--- config.mk ---
export PLATFORM = sky130hd
export DESIGN_NAME = pinch_gesture_qualifier_flat
export DESIGN_NICKNAME = d
export VERILOG_FILES = /design/src/rtl/core/pgq_pkg.sv /design/src/rtl/core/pgq_if.sv /design/src/rtl/core/pgq_front.sv /design/src/rtl/core/pgq_fifo.sv /design/src/rtl/core/pgq_back.sv /design/src/rtl/core/pinch_gesture_qualifier.sv /design/src/flat_wrapper.sv
export VERILOG_INCLUDE_DIRS = /design/src /design/src/rtl/core
export SDC_FILE = /design/constraint.sdc
export NUM_CORES = 2
export LEC_CHECK = 0
export BUFFER_PORTS_ARGS = -buffer_cell sky130_fd_sc_hd__buf_2
export CORE_UTILIZATION = 25
export CTS_CLUSTER_SIZE = 8
export DETAILED_ROUTE_END_ITERATION = 6
export GPL_TIMING_DRIVEN = 0
export MAX_ROUTING_LAYER = met4
export PLACE_DENSITY = 0.4
export SYNTH_ARGS = -nofsm -noshare
export SYNTH_HDL_FRONTEND = slang
export SYNTH_SLANG_ARGS = --single-unit
--- constraint.sdc ---
create_clock -name clk_i -period 6.1 [get_ports clk_i]
set_input_delay 1.22 -clock clk_i [delete_from_list [all_inputs] [get_ports clk_i]]
set_output_delay 1.22 -clock clk_i [all_outputs]
set_load 0.01 [all_outputs]
--- src/rtl/core/pinch_gesture_qualifier_assert.svh ---
// Assertion macros used by the pinch qualifier back end (pgq_back).
// Every assertion is sampled on clk_i and is off while rst_ni is low.
`ifndef PINCH_GESTURE_QUALIFIER_ASSERT_SVH
`define PINCH_GESTURE_QUALIFIER_ASSERT_SVH

// Same-cycle implication.
`define PGQ_ASSERT_IMP(label, ante, cons) \
  label: assert property (@(posedge clk_i) disable iff (!rst_ni) (ante) |-> (cons)) \
    else $error("pinch qualifier assertion failed");

// Next-cycle implication.
`define PGQ_ASSERT_NXT(label, ante, cons) \
  label: assert property (@(posedge clk_i) disable iff (!rst_ni) (ante) |=> (cons)) \
    else $error("pinch qualifier assertion failed");

`endif

--- src/rtl/core/pgq_pkg.sv ---
package pgq_pkg;

  localparam int unsigned CoordW = 16;
  localparam int unsigned DistW  = 34;
  localparam int unsigned CountW = 8;
  localparam int unsigned CfgIdxW = 2;

  // Configuration register indexes.
  localparam logic [CfgIdxW-1:0] CFG_CLOSE_DIST = 2'd0;
  localparam logic [CfgIdxW-1:0] CFG_OPEN_DIST  = 2'd1;
  localparam logic [CfgIdxW-1:0] CFG_CONFIRM    = 2'd2;

  localparam logic [DistW-1:0]  CLOSE_DIST_RST = 34'd40000;
  localparam logic [DistW-1:0]  OPEN_DIST_RST  = 34'd160000;
  localparam logic [CountW-1:0] CONFIRM_RST    = 8'd3;

  typedef struct packed {
    logic [DistW-1:0]  close_distance_sq;
    logic [DistW-1:0]  open_distance_sq;
    logic [CountW-1:0] confirm_frames;
  } pgq_cfg_t;

  // One classified frame travelling from the front end to the back end.
  typedef struct packed {
    logic                     tracking;
    logic [DistW-1:0]         distance_sq;
    logic signed [CoordW-1:0] mid_x;
    logic signed [CoordW-1:0] mid_y;
    logic signed [CoordW-1:0] mid_z;
  } pgq_item_t;

endpackage

--- src/rtl/core/pgq_if.sv ---
interface pgq_in_if;
  logic               valid;
  logic               ready;
  logic               hand_tracked;
  logic               thumb_tracked;
  logic               index_tracked;
  logic signed [15:0] thumb_x;
  logic signed [15:0] thumb_y;
  logic signed [15:0] thumb_z;
  logic signed [15:0] index_x;
  logic signed [15:0] index_y;
  logic signed [15:0] index_z;

  modport source (
    output valid, hand_tracked, thumb_tracked, index_tracked,
           thumb_x, thumb_y, thumb_z, index_x, index_y, index_z,
    input  ready
  );
  modport sink (
    input  valid, hand_tracked, thumb_tracked, index_tracked,
           thumb_x, thumb_y, thumb_z, index_x, index_y, index_z,
    output ready
  );
endinterface

interface pgq_out_if;
  logic               valid;
  logic               ready;
  logic               tracking;
  logic               pinched;
  logic               began;
  logic               released;
  logic [33:0]        distance_sq;
  logic signed [15:0] pinch_x;
  logic signed [15:0] pinch_y;
  logic signed [15:0] pinch_z;

  modport source (
    output valid, tracking, pinched, began, released,
           distance_sq, pinch_x, pinch_y, pinch_z,
    input  ready
  );
  modport sink (
    input  valid, tracking, pinched, began, released,
           distance_sq, pinch_x, pinch_y, pinch_z,
    output ready
  );
endinterface

--- src/rtl/core/pgq_front.sv ---
module pgq_front (
  input  logic                clk_i,
  input  logic                rst_ni,
  pgq_in_if.sink              in_if,
  output logic                push_valid_o,
  input  logic                push_ready_i,
  output pgq_pkg::pgq_item_t  push_item_o
);
  import pgq_pkg::*;

  localparam int unsigned NumAxes = 3;
  localparam int unsigned SqW = 2 * CoordW;

  logic signed [CoordW-1:0] thumb [NumAxes];
  logic signed [CoordW-1:0] index [NumAxes];
  logic [CoordW-1:0]        adiff [NumAxes];
  logic signed [CoordW-1:0] mid   [NumAxes];

  logic                     s1_valid_q;
  logic                     s1_trk_q;
  logic [CoordW-1:0]        s1_adiff_q [NumAxes];
  logic signed [CoordW-1:0] s1_mid_q   [NumAxes];

  logic                     s2_valid_q;
  logic                     s2_trk_q;
  logic [SqW-1:0]           s2_sq_q    [NumAxes];
  logic signed [CoordW-1:0] s2_mid_q   [NumAxes];

  logic s1_adv;
  logic s2_adv;

  assign thumb[0] = in_if.thumb_x;
  assign thumb[1] = in_if.thumb_y;
  assign thumb[2] = in_if.thumb_z;
  assign index[0] = in_if.index_x;
  assign index[1] = in_if.index_y;
  assign index[2] = in_if.index_z;

  // Per-axis absolute difference and floor midpoint, both exact in 17 bits.
  for (genvar a = 0; a < NumAxes; a++) begin : g_axis
    logic signed [CoordW:0] diff;
    logic signed [CoordW:0] sum;
    logic [CoordW:0]        mag;
    assign diff     = {thumb[a][CoordW-1], thumb[a]} - {index[a][CoordW-1], index[a]};
    assign sum      = {thumb[a][CoordW-1], thumb[a]} + {index[a][CoordW-1], index[a]};
    assign mag      = diff[CoordW] ? (CoordW+1)'(-diff) : (CoordW+1)'(diff);
    assign adiff[a] = mag[CoordW-1:0];
    assign mid[a]   = sum[CoordW:1];
  end

  assign s2_adv      = !s2_valid_q || push_ready_i;
  assign s1_adv      = !s1_valid_q || s2_adv;
  assign in_if.ready = s1_adv;

  always_ff @(posedge clk_i or negedge rst_ni) begin
    if (!rst_ni) begin
      s1_valid_q <= 1'b0;
      s2_valid_q <= 1'b0;
    end else begin
      if (s1_adv) begin
        s1_valid_q <= in_if.valid;
      end
      if (s2_adv) begin
        s2_valid_q <= s1_valid_q;
      end
    end
  end

  always_ff @(posedge clk_i) begin
    if (s1_adv) begin
      s1_trk_q <= in_if.hand_tracked & in_if.thumb_tracked & in_if.index_tracked;
      for (int a = 0; a < NumAxes; a++) begin
        s1_adiff_q[a] <= adiff[a];
        s1_mid_q[a]   <= mid[a];
      end
    end
    if (s2_adv) begin
      s2_trk_q <= s1_trk_q;
      for (int a = 0; a < NumAxes; a++) begin
        s2_sq_q[a]  <= s1_adiff_q[a] * s1_adiff_q[a];
        s2_mid_q[a] <= s1_mid_q[a];
      end
    end
  end

  assign push_valid_o             = s2_valid_q;
  assign push_item_o.tracking     = s2_trk_q;
  assign push_item_o.distance_sq  = DistW'(s2_sq_q[0]) + DistW'(s2_sq_q[1])
                                  + DistW'(s2_sq_q[2]);
  assign push_item_o.mid_x        = s2_mid_q[0];
  assign push_item_o.mid_y        = s2_mid_q[1];
  assign push_item_o.mid_z        = s2_mid_q[2];

endmodule

--- src/rtl/core/pgq_fifo.sv ---
module pgq_fifo #(
  parameter int unsigned Depth = 2
) (
  input  logic                clk_i,
  input  logic                rst_ni,
  input  logic                push_valid_i,
  output logic                push_ready_o,
  input  pgq_pkg::pgq_item_t  push_item_i,
  output logic                pop_valid_o,
  input  logic                pop_ready_i,
  output pgq_pkg::pgq_item_t  pop_item_o
);
  import pgq_pkg::*;

  localparam int unsigned AddrW  = (Depth > 1) ? $clog2(Depth) : 1;
  localparam int unsigned CountW = $clog2(Depth + 1);

  pgq_item_t         mem_q [Depth];
  logic [AddrW-1:0]  wr_ptr_q, rd_ptr_q;
  logic [CountW-1:0] count_q;
  logic              push, pop;

  assign push_ready_o = (count_q != CountW'(Depth));
  assign pop_valid_o  = (count_q != '0);
  assign push         = push_valid_i && push_ready_o;
  assign pop          = pop_valid_o && pop_ready_i;
  assign pop_item_o   = mem_q[rd_ptr_q];

  always_ff @(posedge clk_i or negedge rst_ni) begin
    if (!rst_ni) begin
      wr_ptr_q <= '0;
      rd_ptr_q <= '0;
      count_q  <= '0;
    end else begin
      if (push) begin
        wr_ptr_q <= (wr_ptr_q == AddrW'(Depth - 1)) ? '0 : wr_ptr_q + 1'b1;
      end
      if (pop) begin
        rd_ptr_q <= (rd_ptr_q == AddrW'(Depth - 1)) ? '0 : rd_ptr_q + 1'b1;
      end
      if (push && !pop) begin
        count_q <= count_q + 1'b1;
      end else if (pop && !push) begin
        count_q <= count_q - 1'b1;
      end
    end
  end

  always_ff @(posedge clk_i) begin
    if (push) begin
      mem_q[wr_ptr_q] <= push_item_i;
    end
  end

endmodule

--- src/rtl/core/pgq_back.sv ---
`include "pinch_gesture_qualifier_assert.svh"

module pgq_back (
  input  logic                clk_i,
  input  logic                rst_ni,
  input  pgq_pkg::pgq_cfg_t   cfg_i,
  input  logic                pop_valid_i,
  output logic                pop_ready_o,
  input  pgq_pkg::pgq_item_t  pop_item_i,
  pgq_out_if.source           out_if
);
  import pgq_pkg::*;

  typedef enum logic {
    ST_OPEN,
    ST_PINCHED
  } pinch_e;

  pinch_e            state_q;
  logic [CountW-1:0] count_q;
  logic              out_valid_q;
  logic              trk_q, began_q, released_q;
  logic [DistW-1:0]  dist_q;
  logic signed [CoordW-1:0] mid_x_q, mid_y_q, mid_z_q;

  logic            adv, take;
  logic            qualifies, switch_st;
  logic [CountW:0] count_inc;

  assign adv         = !out_valid_q || out_if.ready;
  assign pop_ready_o = adv;
  assign take        = pop_valid_i && adv;

  assign qualifies = (state_q == ST_PINCHED)
                   ? (pop_item_i.distance_sq > cfg_i.open_distance_sq)
                   : (pop_item_i.distance_sq < cfg_i.close_distance_sq);
  assign count_inc = {1'b0, count_q} + 1'b1;
  // A confirm count of zero behaves like one: the first qualifying frame switches.
  assign switch_st = qualifies && (count_inc >= {1'b0, cfg_i.confirm_frames});

  always_ff @(posedge clk_i or negedge rst_ni) begin
    if (!rst_ni) begin
      state_q     <= ST_OPEN;
      count_q     <= '0;
      out_valid_q <= 1'b0;
      trk_q       <= 1'b0;
      began_q     <= 1'b0;
      released_q  <= 1'b0;
      dist_q      <= '0;
      mid_x_q     <= '0;
      mid_y_q     <= '0;
      mid_z_q     <= '0;
    end else if (take) begin
      out_valid_q <= 1'b1;
      trk_q       <= pop_item_i.tracking;
      began_q     <= 1'b0;
      released_q  <= 1'b0;
      if (!pop_item_i.tracking) begin
        count_q <= '0;
      end else begin
        dist_q  <= pop_item_i.distance_sq;
        mid_x_q <= pop_item_i.mid_x;
        mid_y_q <= pop_item_i.mid_y;
        mid_z_q <= pop_item_i.mid_z;
        if (switch_st) begin
          count_q <= '0;
          case (state_q)
            ST_OPEN: begin
              state_q <= ST_PINCHED;
              began_q <= 1'b1;
            end
            ST_PINCHED: begin
              state_q    <= ST_OPEN;
              released_q <= 1'b1;
            end
            default: begin
              state_q <= ST_OPEN;
            end
          endcase
        end else if (qualifies) begin
          count_q <= count_inc[CountW-1:0];
        end else begin
          count_q <= '0;
        end
      end
    end else if (out_if.ready) begin
      out_valid_q <= 1'b0;
    end
  end

  assign out_if.valid       = out_valid_q;
  assign out_if.tracking    = trk_q;
  assign out_if.pinched     = (state_q == ST_PINCHED);
  assign out_if.began       = began_q;
  assign out_if.released    = released_q;
  assign out_if.distance_sq = dist_q;
  assign out_if.pinch_x     = mid_x_q;
  assign out_if.pinch_y     = mid_y_q;
  assign out_if.pinch_z     = mid_z_q;

  `PGQ_ASSERT_IMP(a_pulse_excl, out_valid_q, !(began_q && released_q))
  `PGQ_ASSERT_IMP(a_began_pinched, out_valid_q && began_q, state_q == ST_PINCHED)
  `PGQ_ASSERT_IMP(a_count_max, 1'b1, count_q != {CountW{1'b1}})
  `PGQ_ASSERT_NXT(a_untracked_clear, take && !pop_item_i.tracking,
                  count_q == '0 && !began_q && !released_q)
  `PGQ_ASSERT_NXT(a_stall_holds_state, out_valid_q && !out_if.ready,
                  $stable(state_q) && $stable(count_q))

endmodule

--- src/rtl/core/pinch_gesture_qualifier.sv ---
// Pinch gesture qualifier.
// Frames come in on in_if, one per transaction: the three tracked flags and
// the thumb-tip and index-tip positions. Each frame gives exactly one result
// transaction on out_if with the tracking flag, the pinch state after the
// frame, the began and released pulses, the squared thumb-index distance and
// the midpoint of the two tips. While a frame is not fully tracked, the
// distance and midpoint repeat the last tracked values and the run counter
// clears.
// The result is registered: a frame passes the two front-end stages, the
// frame queue and the output register before out_if.valid rises for it.
// Throughput is one transaction per cycle while out_if.ready stays high, set
// by the combinational threshold compare and counter update in the back end.
// Reset clears the pinch state, the run counter, the held distance and
// midpoint, empties the pipeline and loads the threshold registers with their
// defaults. When the receiver stalls, the output register holds its result,
// the queue absorbs frames in flight, and then in_if.ready drops.
// The user must write thresholds through cfg_we_i/cfg_idx_i/cfg_data_i only while idle; the block does not enforce it.
module pinch_gesture_qualifier #(
  parameter int unsigned QueueDepth = 2
) (
  input  logic                         clk_i,
  input  logic                         rst_ni,
  input  logic                         cfg_we_i,
  input  logic [pgq_pkg::CfgIdxW-1:0]  cfg_idx_i,
  input  logic [pgq_pkg::DistW-1:0]    cfg_data_i,
  pgq_in_if.sink                       in_if,
  pgq_out_if.source                    out_if
);
  import pgq_pkg::*;

  pgq_cfg_t  cfg_q;
  logic      push_valid, push_ready;
  logic      pop_valid, pop_ready;
  pgq_item_t push_item, pop_item;

  // Configuration registers; an index past the last register is ignored.
  always_ff @(posedge clk_i or negedge rst_ni) begin
    if (!rst_ni) begin
      cfg_q.close_distance_sq <= CLOSE_DIST_RST;
      cfg_q.open_distance_sq  <= OPEN_DIST_RST;
      cfg_q.confirm_frames    <= CONFIRM_RST;
    end else if (cfg_we_i) begin
      case (cfg_idx_i)
        CFG_CLOSE_DIST: cfg_q.close_distance_sq <= cfg_data_i;
        CFG_OPEN_DIST:  cfg_q.open_distance_sq  <= cfg_data_i;
        CFG_CONFIRM:    cfg_q.confirm_frames    <= cfg_data_i[CountW-1:0];
        default: begin
        end
      endcase
    end
  end

  // The front end computes distance and midpoint; the back end runs the
  // hysteresis. The queue lets the back end stall without losing frames.
  pgq_front u_front (
    .clk_i        (clk_i),
    .rst_ni       (rst_ni),
    .in_if        (in_if),
    .push_valid_o (push_valid),
    .push_ready_i (push_ready),
    .push_item_o  (push_item)
  );

  pgq_fifo #(
    .Depth (QueueDepth)
  ) u_fifo (
    .clk_i        (clk_i),
    .rst_ni       (rst_ni),
    .push_valid_i (push_valid),
    .push_ready_o (push_ready),
    .push_item_i  (push_item),
    .pop_valid_o  (pop_valid),
    .pop_ready_i  (pop_ready),
    .pop_item_o   (pop_item)
  );

  pgq_back u_back (
    .clk_i       (clk_i),
    .rst_ni      (rst_ni),
    .cfg_i       (cfg_q),
    .pop_valid_i (pop_valid),
    .pop_ready_o (pop_ready),
    .pop_item_i  (pop_item),
    .out_if      (out_if)
  );

endmodule

--- src/flat_wrapper.sv ---
// flat-port wrapper written by rule: the top's interface ports become plain ports
module pinch_gesture_qualifier_flat import pgq_pkg::*;
#(
  parameter int unsigned QueueDepth = 2
)
  (clk_i, rst_ni, cfg_we_i, cfg_idx_i, cfg_data_i, in_if_valid, in_if_hand_tracked, in_if_thumb_tracked, in_if_index_tracked, in_if_thumb_x, in_if_thumb_y, in_if_thumb_z, in_if_index_x, in_if_index_y, in_if_index_z, in_if_ready, out_if_valid, out_if_tracking, out_if_pinched, out_if_began, out_if_released, out_if_distance_sq, out_if_pinch_x, out_if_pinch_y, out_if_pinch_z, out_if_ready);
  pgq_in_if in_if_i ();
  pgq_out_if out_if_i ();
  input  logic clk_i;
  input  logic rst_ni;
  input  logic cfg_we_i;
  input  logic [pgq_pkg::CfgIdxW-1:0] cfg_idx_i;
  input  logic [pgq_pkg::DistW-1:0] cfg_data_i;
  input wire logic [$bits(in_if_i.valid)-1:0] in_if_valid;
  input wire logic [$bits(in_if_i.hand_tracked)-1:0] in_if_hand_tracked;
  input wire logic [$bits(in_if_i.thumb_tracked)-1:0] in_if_thumb_tracked;
  input wire logic [$bits(in_if_i.index_tracked)-1:0] in_if_index_tracked;
  input wire logic [$bits(in_if_i.thumb_x)-1:0] in_if_thumb_x;
  input wire logic [$bits(in_if_i.thumb_y)-1:0] in_if_thumb_y;
  input wire logic [$bits(in_if_i.thumb_z)-1:0] in_if_thumb_z;
  input wire logic [$bits(in_if_i.index_x)-1:0] in_if_index_x;
  input wire logic [$bits(in_if_i.index_y)-1:0] in_if_index_y;
  input wire logic [$bits(in_if_i.index_z)-1:0] in_if_index_z;
  output wire logic [$bits(in_if_i.ready)-1:0] in_if_ready;
  output wire logic [$bits(out_if_i.valid)-1:0] out_if_valid;
  output wire logic [$bits(out_if_i.tracking)-1:0] out_if_tracking;
  output wire logic [$bits(out_if_i.pinched)-1:0] out_if_pinched;
  output wire logic [$bits(out_if_i.began)-1:0] out_if_began;
  output wire logic [$bits(out_if_i.released)-1:0] out_if_released;
  output wire logic [$bits(out_if_i.distance_sq)-1:0] out_if_distance_sq;
  output wire logic [$bits(out_if_i.pinch_x)-1:0] out_if_pinch_x;
  output wire logic [$bits(out_if_i.pinch_y)-1:0] out_if_pinch_y;
  output wire logic [$bits(out_if_i.pinch_z)-1:0] out_if_pinch_z;
  input wire logic [$bits(out_if_i.ready)-1:0] out_if_ready;
  assign in_if_i.valid = in_if_valid;
  assign in_if_i.hand_tracked = in_if_hand_tracked;
  assign in_if_i.thumb_tracked = in_if_thumb_tracked;
  assign in_if_i.index_tracked = in_if_index_tracked;
  assign in_if_i.thumb_x = in_if_thumb_x;
  assign in_if_i.thumb_y = in_if_thumb_y;
  assign in_if_i.thumb_z = in_if_thumb_z;
  assign in_if_i.index_x = in_if_index_x;
  assign in_if_i.index_y = in_if_index_y;
  assign in_if_i.index_z = in_if_index_z;
  assign in_if_ready = in_if_i.ready;
  assign out_if_valid = out_if_i.valid;
  assign out_if_tracking = out_if_i.tracking;
  assign out_if_pinched = out_if_i.pinched;
  assign out_if_began = out_if_i.began;
  assign out_if_released = out_if_i.released;
  assign out_if_distance_sq = out_if_i.distance_sq;
  assign out_if_pinch_x = out_if_i.pinch_x;
  assign out_if_pinch_y = out_if_i.pinch_y;
  assign out_if_pinch_z = out_if_i.pinch_z;
  assign out_if_i.ready = out_if_ready;
  pinch_gesture_qualifier #(.QueueDepth(QueueDepth)) u_core (.clk_i(clk_i), .rst_ni(rst_ni), .cfg_we_i(cfg_we_i), .cfg_idx_i(cfg_idx_i), .cfg_data_i(cfg_data_i), .in_if(in_if_i), .out_if(out_if_i));
endmodule
**Yosys cells after proc, flatten, opt, wreduce, memory -nomap -nowiden**

Memory sizes are Yosys's and may differ from the RTL's.
Index checks and enable logic that the tools add are counted.

- Bits in registers: 179
- Bits in writable memories: 406
- Input bits: 140
- Output and inout port bits: 88
- Word-level logic and storage cells: 101
- Memories: 5

- $add $sub $neg: 16
- $mul: 3
- Order comparisons: 3
- Eq/ne operators: 3
- Muxes and demuxes: 26
- Bitwise operators: 3
- Reduce and logical (&&, ||, !) cells: 22

Memories:

| memory | words | width | read ports | clocked after memory_dff | write ports | line | source |
|---|---|---|---|---|---|---|---|
| u_core.u_fifo.mem_q | 2 | 83 | 1 | 0 | 1 | pgq_fifo.sv:18 | `pgq_item_t mem_q [Depth];` |
| u_core.u_front.s2_sq_q | 3 | 32 | 3 | 0 | 3 | pgq_front.sv:26 | `logic [SqW-1:0] s2_sq_q [NumAxes];` |
| u_core.u_front.s1_adiff_q | 3 | 16 | 3 | 0 | 3 | pgq_front.sv:21 | `logic [CoordW-1:0] s1_adiff_q [NumAxes];` |
| u_core.u_front.s1_mid_q | 3 | 16 | 3 | 0 | 3 | pgq_front.sv:22 | `logic signed [CoordW-1:0] s1_mid_q [NumAxes];` |
| u_core.u_front.s2_mid_q | 3 | 16 | 3 | 0 | 3 | pgq_front.sv:27 | `logic signed [CoordW-1:0] s2_mid_q [NumAxes];` |

Operators with widths:

| kind | count |
|---|---|
| $mul A16 B16 Y32 | 3 |
| $add A16 B16 Y17 | 3 |
| $sub A16 B16 Y17 | 3 |
| $mux W16 | 3 |
| $neg A16 Y16 | 3 |
| $add A33 B32 Y34 | 1 |
| $gt A34 B34 Y1 | 1 |
| $lt A34 B34 Y1 | 1 |
| $add A32 B32 Y33 | 1 |
| $mux W8 | 3 |
| $mux W1 | 17 |
| $add A8 B1 Y9 const B | 1 |
| $ge A9 B8 Y1 | 1 |
| $reduce_and A2 Y1 | 4 |
| $reduce_bool A2 Y1 | 3 |
| $logic_and A1 B1 Y1 | 5 |
| $logic_not A1 Y1 | 5 |
| $mux W2 | 2 |
| $logic_or A1 B1 Y1 | 3 |
| $reduce_and A3 Y1 | 1 |
| $add A1 B1 Y1 const B | 2 |
| $add A2 B1 Y2 const B | 1 |
| $and A1 B1 Y1 | 2 |
| $eq A2 B1 Y1 const B | 1 |
| 6 further kinds | 6 |

**Longest topological paths before layout**

- Depth in word-level cells: 6
- Gate-level depth with buffers: 26
- Depth with buffers taken out: 24

**Modules after synthesis**

From an unflattened synthesis, not the netlist that was laid out.

- Cells, all modules: 4748
- Area total of the unflattened synthesis: 51490.6 µm²

Modules (own cells, without submodules):

| module | instances | cells an instance | area an instance (µm²) | sequential area each (µm²) |
|---|---|---|---|---|
| pgq_front | 1 | 3814 | 36656.4 | 7226.9 |
| pgq_fifo | 1 | 276 | 6427.4 | 5084.9 |
| pgq_back | 1 | 497 | 5532.8 | 2377.3 |
| pinch_gesture_qualifier | 1 | 161 | 2874.0 | 1916.8 |

**Worst setup path after synthesis**

No wires, ideal clock.

- Path type: reg-to-reg
- From: memory u_core.u_front.s1_adiff_q[2][1] (netlist: u_core.u_front.s1_adiff_q[0][33])
- To: memory u_core.u_front.s2_sq_q[0][94] (netlist bit) (data pin)
- Library setup time: 0.258 ns
- Arrival: 6.165 ns
- Required time: 5.842 ns
- Slack: -0.323 ns
- Cell stages (with the launch flop): 26
- Path buffers: 2
- Clock period less this slack: 6.423 ns
- Path through: edfxtp_1 clkbuf_1 clkbuf_1 and2_1 fa_1 inv_1 fa_1 inv_1 fa_1 inv_1 fa_1 inv_1 fa_1 inv_1 fa_1 inv_1 ha_1 and3_1 and3_1 a211oi_1 a31oi_1 o31a_1 a21oi_1 o311ai_0 a21oi_1 xnor2_1

RTL lines:

| item | line |
|---|---|
| start, declared | pgq_front.sv:21 |
| end, declared | pgq_front.sv:26 |

==> impl_metrics.py <==
metrics = {
    "cts": {
        "numCtsBuffers": 86,
        "htreeDepth": 3,
        "clock_sinks": 582,
        "clk_path_buf_depth": 3,
        "clkSlewWorstSetupHoldPaths_ns": 0.08,
        "cts_tree": "built",
        "cts-root-buf": "clkbuf_16",
        "clk_latency_ns": 0.73,
    },
    "critical_path": {
        "crit_arrival_ns": 6.77,
        "end_kind": "register",
        "cp_max_fo": 3,
        "cp-start-kind": "register",
        "crit_type": "register to register",
        "reg2reg_to": "u_core.u_front.s2_sq_q[0][92]",
        "r2r_setup_slack_ns": -0.24,
        "r2r-start": "u_core.u_front.s1_adiff_q[0][35]",
        "critPathRequiredTime_ns": 6.53,
        "reg2regPathDepth": 25,
    },
    "timing": {
        "finalClockSkew_ns": 0.0482,
        "slew_violations": 0,
        "worstMarginPinSlew_ns": 1.28,
        "final-hold-violation-count": 0,
        "max_clock_freq_mhz": 158,
        "finalSetupViolCount": 17,
        "finalCritPeriodShare_pct": 104,
        "rsz0062_at_grt": "yes",
        "relSlewSlack_pct": 14.7,
        "min_period_ns": 6.34,
        "finalWorstSetupSlack_ns": -0.237,
    },
    "floorplan": {
        "die_area_mm2": 0.204,
        "ioPinCount": 228,
        "initial_core_util_pct": 25.2,
        "rows": 164,
        "die_w_um": 451,
        "core_area_mm2": 0.200,
        "die_height_um": 451,
    },
    "min_path": {
        "holdPathStages": 0,
        "min_path_type": "register to register",
        "min_from": "u_core.u_front.s2_mid_q[0][11]",
        "hold_end": "u_core.u_fifo.mem_q[1][43]",
    },
    "global_routing": {
        "grt_pass1_wl_um": 222000,
        "grt_overflow_total": 0,
        "grt_util_all_layers_pct": 14.8,
        "grt_max_degree": 73,
        "grt_pass1_vias": 36600,
        "antenna_found_initial": 11,
    },
    "drt": {
        "dr.pass1.iters": 7,
        "ant_nets": 0,
        "vias": 34200,
        "drt-vias-per-instance": 4.31,
        "drtIter0Drc": 1506,
        "drc": 0,
        "totalWireLength_um": 145000,
        "wl_per_cell_um": 18.2,
    },
    "place": {
        "dp_hpwl_um": 115000,
        "placed_area_mm2": 0.0556,
        "gp_congestion": 0.848,
        "portBuffers": 227,
    },
    "logic_synthesis": {
        "yosys_warnings": 0,
        "ys_types": 81,
        "synth_edf_count": 405,
        "syn_avg_cell_area_um2": 10.7,
        "ys_async_sr_fraction_pct": 30.4,
        "syn_inst": 4738,
        "ys.flop_type": "edfxtp_1",
        "synth.cell_area_mm2": 0.0505,
        "synth_seq_area_share_pct": 32.9,
        "synth_seq_cells": 582,
    },
    "layout": {
        "num-nets-final": 6382,
        "drive_above_1_share_pct": 17.3,
        "syn_to_final_growth_pct": 20.4,
        "design_area_mm2": 0.0608,
        "final_cell_mix": "918 x inv_1, 509 x fa_1, 479 x ha_1, 405 x edfxtp_1, 296 x nand2_1",
        "final_common_cell": "inv_1",
    },
    "outcome": {
        "status": "finished with violations",
        "violations": "negative setup slack",
    },
    "flow_run": {
        "cap_violations": 0,
    },
}
-- synthesized netlist by cell type, types with 30 or more instances --
master,n,area (um2)
edfxtp_1,405,12200
mux2_2,113,1270
ha_1,504,6310
nor2_1,217,815
nand2_1,315,1180
fa_1,524,10500
nor2b_1,36,225
and2_1,132,826
a21o_1,88,661
xnor2_1,184,1610
nor3_1,39,195
xor2_1,74,648
nand2b_1,33,206
a211oi_1,32,240
nand3_1,30,150
clkbuf_1,107,402
o21ai_0,131,656
mux2i_1,52,521
inv_1,944,3540
o21bai_1,41,308
a21oi_1,239,1200
dfrtp_1,165,4130
-- stage by stage --
stage	setup slack, ns	hold slack, ns	util (%)	TNS [ns]	std cells
after floorplan	-0.0256	0.400	-	-0.0256	4740
after detailed placement	-1.51	0.405	27.7	-47.31	7649
after global routing	-0.516	0.414	30.4	-7.20	7945
final	-0.237	0.411	30.4	-2.11	7946
after global placement	-2.94	0.402	27.5	-899.32	7623
after CTS	-0.379	0.405	30.0	-2.67	7909
-- timing repair --
action / CTS / global route
endpoints found under the hold margin: 0 / 0
hold buffers: 0 / 0
cloned: 0 / 0
setup buffers: 108 / 44
pin swaps: 88 / 108
endpoints found under the setup margin: 60 / 46
resized for setup: 265 / 152
-- sequential cells by signal, indices dropped and copies added (netlist names), 2 cells and up --
register and count:
u_core.cfg_q 76, u_core.u_back.count_q 8, u_core.u_back.out_if.distance_sq 34, u_core.u_back.out_if.pinch_x 16, u_core.u_back.out_if.pinch_y 16, u_core.u_back.out_if.pinch_z 16, u_core.u_fifo.count_q 2, u_core.u_fifo.mem_q 166
u_core.u_front.s1_adiff_q 48, u_core.u_front.s1_mid_q 48, u_core.u_front.s2_mid_q 48, u_core.u_front.s2_sq_q 93
-- layout make-up --
cell class	count	area, um2
Fill cell	20900	139000
Multi-Input combinational cell	3089	30900
Sequential cell	582	16600
Inverter	948	3570
Tap cell	2656	3320
Timing Repair Buffer	397	2900
Clock buffer	147	2400
Buffer	110	774
Clock inverter	13	284
Antenna cell	4	10.0
-- worst max-delay path by stage --
stage                                          start                       endpoint  slack (ns)  depth (start not counted)
floorplan           u_core.u_front.s1_adiff_q[0][33]  u_core.u_front.s2_sq_q[0][94]       -0.03                         25
global placement            u_core.u_fifo.count_q[0]  u_core.u_front.s2_mid_q[0][2]       -2.94                          2
detailed placement  u_core.u_front.s1_adiff_q[0][20]  u_core.u_front.s2_sq_q[0][58]       -1.51                         22
CTS                  u_core.u_front.s1_adiff_q[0][3]  u_core.u_front.s2_sq_q[0][30]       -0.38                         25
global route        u_core.u_front.s1_adiff_q[0][35]  u_core.u_front.s2_sq_q[0][92]       -0.52                         25
finish              u_core.u_front.s1_adiff_q[0][35]  u_core.u_front.s2_sq_q[0][92]       -0.24                         25
-- critical path, cell delays in order, from the launching register on --
cell and delay [ns]:
edfxtp_1 0.46, clkbuf_8 0.19, nand2_4 0.06, inv_2 0.04, fa_1 0.55, inv_2 0.04, fa_1 0.53, inv_1 0.06
fa_1 0.51, inv_2 0.04, fa_1 0.52, inv_1 0.05, fa_1 0.49, inv_2 0.04, fa_1 0.51, inv_2 0.06
ha_4 0.22, and3_4 0.17, and3_4 0.19, a211oi_4 0.31, a31oi_4 0.14, o31a_1 0.32, a21oi_2 0.22, o21bai_1 0.09
a21oi_1 0.17, xnor2_1 0.08
-- cells by family after synthesis --
| group | count (synthesis) | synth area share (%) |
|---|---|---|
| adders and majority gates | 1028 | 33.3 |
| AOI/OAI and AO/OA | 708 | 9.04 |
| xor gates and xnor gates | 258 | 4.47 |
| muxes | 165 | 3.55 |
| DFF | 582 | 32.9 |
| buffers and inverters | 1069 | 7.99 |
| and+or+nand+nor | 927 | 8.80 |
| other | 1 | 0.00742 |
-- metal layers --
layer  vias up  global-route usage, %  share of wire (%)
met3       153                   2.19                3.3
met5         -                      -                  0
met2       464                   23.5                 46
met4         0                   3.39                2.1
met1     17100                   19.8                 48
li1      16500                      -                  -
Power is left out: the tool's default activity adds up to more than one toggle a clock period on the data nets, which glitch-free logic cannot reach.
